## src/hw/rtl/ncr_pkg.sv

```systemverilog
`default_nettype none

package ncr_pkg;

   // Table sizes.
   localparam int MAX_CENTROIDS = 64;
   localparam int DIM           = 32;

   // Field widths of the ports.
   localparam int CIDX_W  = 6;
   localparam int DIMX_W  = 5;
   localparam int VALUE_W = 16;
   localparam int RES_W   = 17;
   localparam int DOC_W   = 16;
   localparam int CFG_W   = 7;

   // Internal widths derived from the table sizes.
   localparam int K_W         = $clog2(MAX_CENTROIDS);
   localparam int J_W         = (DIM > 1) ? $clog2(DIM) : 1;
   localparam int CNT_W       = $clog2(MAX_CENTROIDS + 1);
   localparam int STORE_DEPTH = MAX_CENTROIDS * DIM;
   localparam int STORE_AW    = $clog2(STORE_DEPTH);

   // Arithmetic widths: Q2.30 products, norms and scores with 31 fraction bits.
   localparam int PROD_W = 2 * VALUE_W;
   localparam int NORM_W = 40;
   localparam int ACC_W  = NORM_W - 1;

   // Command codes.
   localparam logic CMD_LOAD  = 1'b0;
   localparam logic CMD_EMBED = 1'b1;

   // Decoded work for the back end.
   typedef struct packed {
      logic                       load;
      logic                       buf_wr;
      logic                       score;
      logic                       eod;
      logic [K_W-1:0]             cidx;
      logic [J_W-1:0]             didx;
      logic signed [VALUE_W-1:0]  value;
   } job_type;

endpackage

`default_nettype wire

```

## src/hw/rtl/ncr_front.sv

```systemverilog
`default_nettype none

module ncr_front (
   input  wire logic                               clock,
   input  wire logic                               reset,
   input  wire logic                               start,
   output logic                                    busy,
   input  wire logic                               req_command,
   input  wire logic [ncr_pkg::CIDX_W-1:0]         req_centroid_index,
   input  wire logic [ncr_pkg::DIMX_W-1:0]         req_dim_index,
   input  wire logic signed [ncr_pkg::VALUE_W-1:0] req_value,
   input  wire logic                               req_last_element,
   input  wire logic                               req_end_of_document,
   output logic                                    job_valid,
   output ncr_pkg::job_type                        job,
   input  wire logic                               job_pop
);

   localparam int QUEUE_DEPTH = 2;
   localparam int QPTR_W      = (QUEUE_DEPTH > 1) ? $clog2(QUEUE_DEPTH) : 1;
   localparam int QCNT_W      = $clog2(QUEUE_DEPTH + 1);

   ncr_pkg::job_type     queue_ff [QUEUE_DEPTH];
   logic [QPTR_W-1:0]    wr_ptr_ff;
   logic [QPTR_W-1:0]    rd_ptr_ff;
   logic [QCNT_W-1:0]    count_ff;
   ncr_pkg::job_type     new_job;
   logic                 accept;
   logic                 push;
   logic                 pop;
   logic                 cidx_ok;
   logic                 dim_ok;
   logic                 is_embed;

   // Classify the item: out-of-range loads and idle embedding elements carry no work.
   always_comb begin
      cidx_ok         = 32'(req_centroid_index) < ncr_pkg::MAX_CENTROIDS;
      dim_ok          = 32'(req_dim_index) < ncr_pkg::DIM;
      is_embed        = (req_command == ncr_pkg::CMD_EMBED);
      new_job.load    = (req_command == ncr_pkg::CMD_LOAD) && cidx_ok && dim_ok;
      new_job.buf_wr  = is_embed && dim_ok;
      new_job.score   = is_embed && req_last_element;
      new_job.eod     = is_embed && req_last_element && req_end_of_document;
      new_job.cidx    = ncr_pkg::K_W'(req_centroid_index);
      new_job.didx    = ncr_pkg::J_W'(req_dim_index);
      new_job.value   = req_value;
   end

   assign busy      = (count_ff == QCNT_W'(QUEUE_DEPTH));
   assign accept    = start && !busy;
   assign push      = accept && (new_job.load || new_job.buf_wr || new_job.score);
   assign job_valid = (count_ff != '0);
   assign pop       = job_pop && job_valid;
   assign job       = queue_ff[rd_ptr_ff];

   // Queue storage.
   always_ff @(posedge clock) begin
      if (push) begin
         queue_ff[wr_ptr_ff] <= new_job;
      end
   end

   // Queue pointers and fill count.
   always_ff @(posedge clock) begin
      if (reset) begin
         wr_ptr_ff <= '0;
         rd_ptr_ff <= '0;
         count_ff  <= '0;
      end else begin
         if (push) begin
            wr_ptr_ff <= (wr_ptr_ff == QPTR_W'(QUEUE_DEPTH - 1)) ? '0 : wr_ptr_ff + 1'b1;
         end
         if (pop) begin
            rd_ptr_ff <= (rd_ptr_ff == QPTR_W'(QUEUE_DEPTH - 1)) ? '0 : rd_ptr_ff + 1'b1;
         end
         if (push && !pop) begin
            count_ff <= count_ff + 1'b1;
         end else if (pop && !push) begin
            count_ff <= count_ff - 1'b1;
         end
      end
   end

endmodule

`default_nettype wire

```

## config.mk

```make
export PLATFORM = sky130hd
export DESIGN_NAME = ncr_front
export DESIGN_NICKNAME = d
export VERILOG_FILES = /design/src/hw/rtl/ncr_pkg.sv /design/src/hw/rtl/ncr_front.sv
export SDC_FILE = /design/constraint.sdc
export NUM_CORES = 1
export LEC_CHECK = 0
export BUFFER_PORTS_ARGS = -buffer_cell sky130_fd_sc_hd__buf_2
export CAP_MARGIN = 20
export CORE_MARGIN = 2
export CORE_UTILIZATION = 41
export CTS_BUF_LIST = sky130_fd_sc_hd__clkbuf_2 sky130_fd_sc_hd__clkbuf_4 sky130_fd_sc_hd__clkbuf_8
export DETAILED_ROUTE_END_ITERATION = 12
export PLACE_DENSITY = 0.67
export SYNTH_ARGS = -nofsm -noshare
export SYNTH_HDL_FRONTEND = slang
export SYNTH_SLANG_ARGS = --single-unit
```

## constraint.sdc

```tcl
create_clock -name clock -period 2 [get_ports clock]
set_clock_uncertainty 0.15 [all_clocks]
set_input_delay 0.5 -clock clock [delete_from_list [all_inputs] [get_ports clock]]
set_output_delay 0.5 -clock clock [all_outputs]
set_load 0.005 [all_outputs]
```

==> impl_metrics.toml <==
[critical_path]
crit_path_top_delay_cell = "dfxtp_4"
path_max_fanout = 16
path_class = "register to output pin"
r2r_slack_ps = 350
cp_data_arrival_time_ps = 1350
crit_path_start_kind = "register"
crit_chain = "buf_12, mux2_2, buf_2"
worstPathRequired_ps = 1350
cp-end-kind = "output pin"
cp_slowest_stage_delay_ps = 390

[synthesis]
syn_avg_cell_area_um2 = 19.9
synth_cells = 124
netlist_area_um2 = 2460
syn-num-nets = 159
yosys_warnings = 0
synth_cell_types = 15
ys_ff_latch = 67
synth-seq-area-share = 0.797

[global_routing]
grt_util_all_layers = 0.130
grt-ovfl-total = 0
antenna_found_initial = 0
grt_max_degree = 32
grt_pass1_wl_mm = 6.06
grt_pass1_vias = 1323

[placement]
placed_cells_incl_taps = 265
io_buffers = 66
dp.final_hpwl_mm = 2.60
dp_slack_ps = 194
gp_congestion = 0.651

[power]
power.density_nw_per_um2 = 1200
finalPower_mw = 3.81
leakagePower_nw = 1.22
ir_drop_mv = 0.550

[clock_network]
cts_made_buffers = 9
clk_pin_slew_ps = 60
insertion_delay_ps = 310
clock_path_buffers = 2
cts-root-buf = "clkbuf_8"
cts_hold_buf = 0
cts_max_level = 3
clkSinkCount = 67
post_cts_buffers = 0
cts_tree = "done"

[drt]
wl_mm = 4.19
wl_per_cell_um = 14.9
drt-initial-drc-count = 74
ant_nets = 0
drc = 0
vias_per_cell = 4.70
vias = 1326
drt_first_pass_iters = 4

[sta]
hold_viol_final = 0
fmax_mhz = 501
setup-tns-final_ps = 0
slew_viol_final = 0
final.period_utilization = 0.998
fin_ws_ps = 3.17
rsz0062_at_grt = "true"
setup_violations = 0
min_period_ps = 2000
worstMarginPinSlew_ps = 295
relSlewSlack = 0.801

[layout]
fin_nets = 237
drive_gt1_frac = 0.575
stdcell_count = 282
areaGrowthSynthToFinish_pct = 29.1
n_antenna_cell = 0
final_core_utilization = 0.543

[floorplan]
ios = 67
initial_core_util = 0.421
die_x_um = 81.5
coreArea_um2 = 5850
dieArea_um2 = 6640
die_h_um = 81.5
placementRows = 28

[job]
drv_cap = 0

[status]
status = "finished clean"

[hold_path]
hold_class = "input pin to register"
[report_power, final]
group	switching, mW	internal, mW	leakage [nW]
Clock	0.439	0.479	0.0895
Sequential	0.0753	1.77	0.622
Combinational	0.457	0.594	0.511
[flip-flops by register name, indices dropped and copies added (netlist names), named ones only]
signal / count
wr_ptr_ff: 1
count_ff: 2
rd_ptr_ff: 1
queue_ff: 62
[final timing paths]
kind                                                from                        end  depth (start not counted)
worst min register to register    wr_ptr_ff$_SDFFE_PP0N_     wr_ptr_ff$_SDFFE_PP0N_                          2
worst min-delay path               req_centroid_index[0]  queue_ff[0][21]$_DFFE_PP_                          1
worst max-delay path                            register                    job[28]                          3
worst max register to register  count_ff[1]$_SDFFE_PP0P_  queue_ff[0][14]$_DFFE_PP_                          4
[kinds of logic (layout without fill, tap and decap cells)]
| group | after synthesis | after routing | share of synthesized area |
|---|---|---|---|
| flops | 67 | 67 | 0.797 |
| mux | 31 | 31 | 0.142 |
| simple gates | 11 | 11 | 0.0249 |
| buf+inv | 6 | 89 | 0.0107 |
| compound gates | 5 | 5 | 0.0102 |
| xor+xnor | 3 | 3 | 0.0107 |
| fa+ha+maj | 1 | 1 | 0.00508 |
[cells in the final DEF (no fill, tap or decap), drive strengths merged]
cell type,n
and3,1
inv,2
edfxtp,62
clkinv,4
ha,1
or2,1
or3,2
buf,70
clkinvlp,1
dfxtp,5
nor2,4
a21oi,2
clkbuf,12
xor2,3
nor2b,1
o21ai,3
mux2,31
and2,2
[metrics by stage]
stage,instance area [µm²],hold WS [ps]
floorplan,2470,302
global placement,2940,333
detailed placement,2940,331
CTS,3130,201
global route,3180,206
finish,3180,221
[cells in the mapped netlist, drive strengths merged]
cell type / number / area [µm²]
edfxtp: 62 / 1860
mux2: 31 / 349
dfxtp: 5 / 100
nor2: 4 / 15.0
buf: 3 / 15.0
inv: 3 / 11.3
o21ai: 3 / 15.0
xor2: 3 / 26.3
a21oi: 2 / 10.0
and2: 2 / 12.5
or3: 2 / 12.5
and3: 1 / 6.26
ha: 1 / 12.5
nor2b: 1 / 8.76
or2: 1 / 6.26
[what timing repair did]
action,in CTS,in global routing
resized for setup,3,10
cloned,1,0
setup endpoints to repair,31,31
[metal layers]
layer | global-route usage | vias up | share of wire
met1 | 0.156 | 642 | 0.40
met3 | 0.0330 | 8 | 0.065
met4 | 0.0763 | 0 | 0.022
met2 | 0.211 | 41 | 0.51
li1 | - | 635 | -
met5 | 0 | - | 0
[critical path, delay by kind of cell (launching register included)]
family,cells,cell delay (ps)
muxes,1,350
DFF,1,390
buffers and inverters,2,290
[cell type report]
cell class / count / area (µm²)
clock buffers: 12 / 146
clock inverters: 4 / 17.5
fillers: 488 / 2670
inverters: 3 / 15.0
multi-input cells: 51 / 497
flip-flops and latches: 67 / 1970
well taps: 75 / 93.8
repair buffers: 70 / 443
No activity file was read; power rests on OpenSTA's default activity.
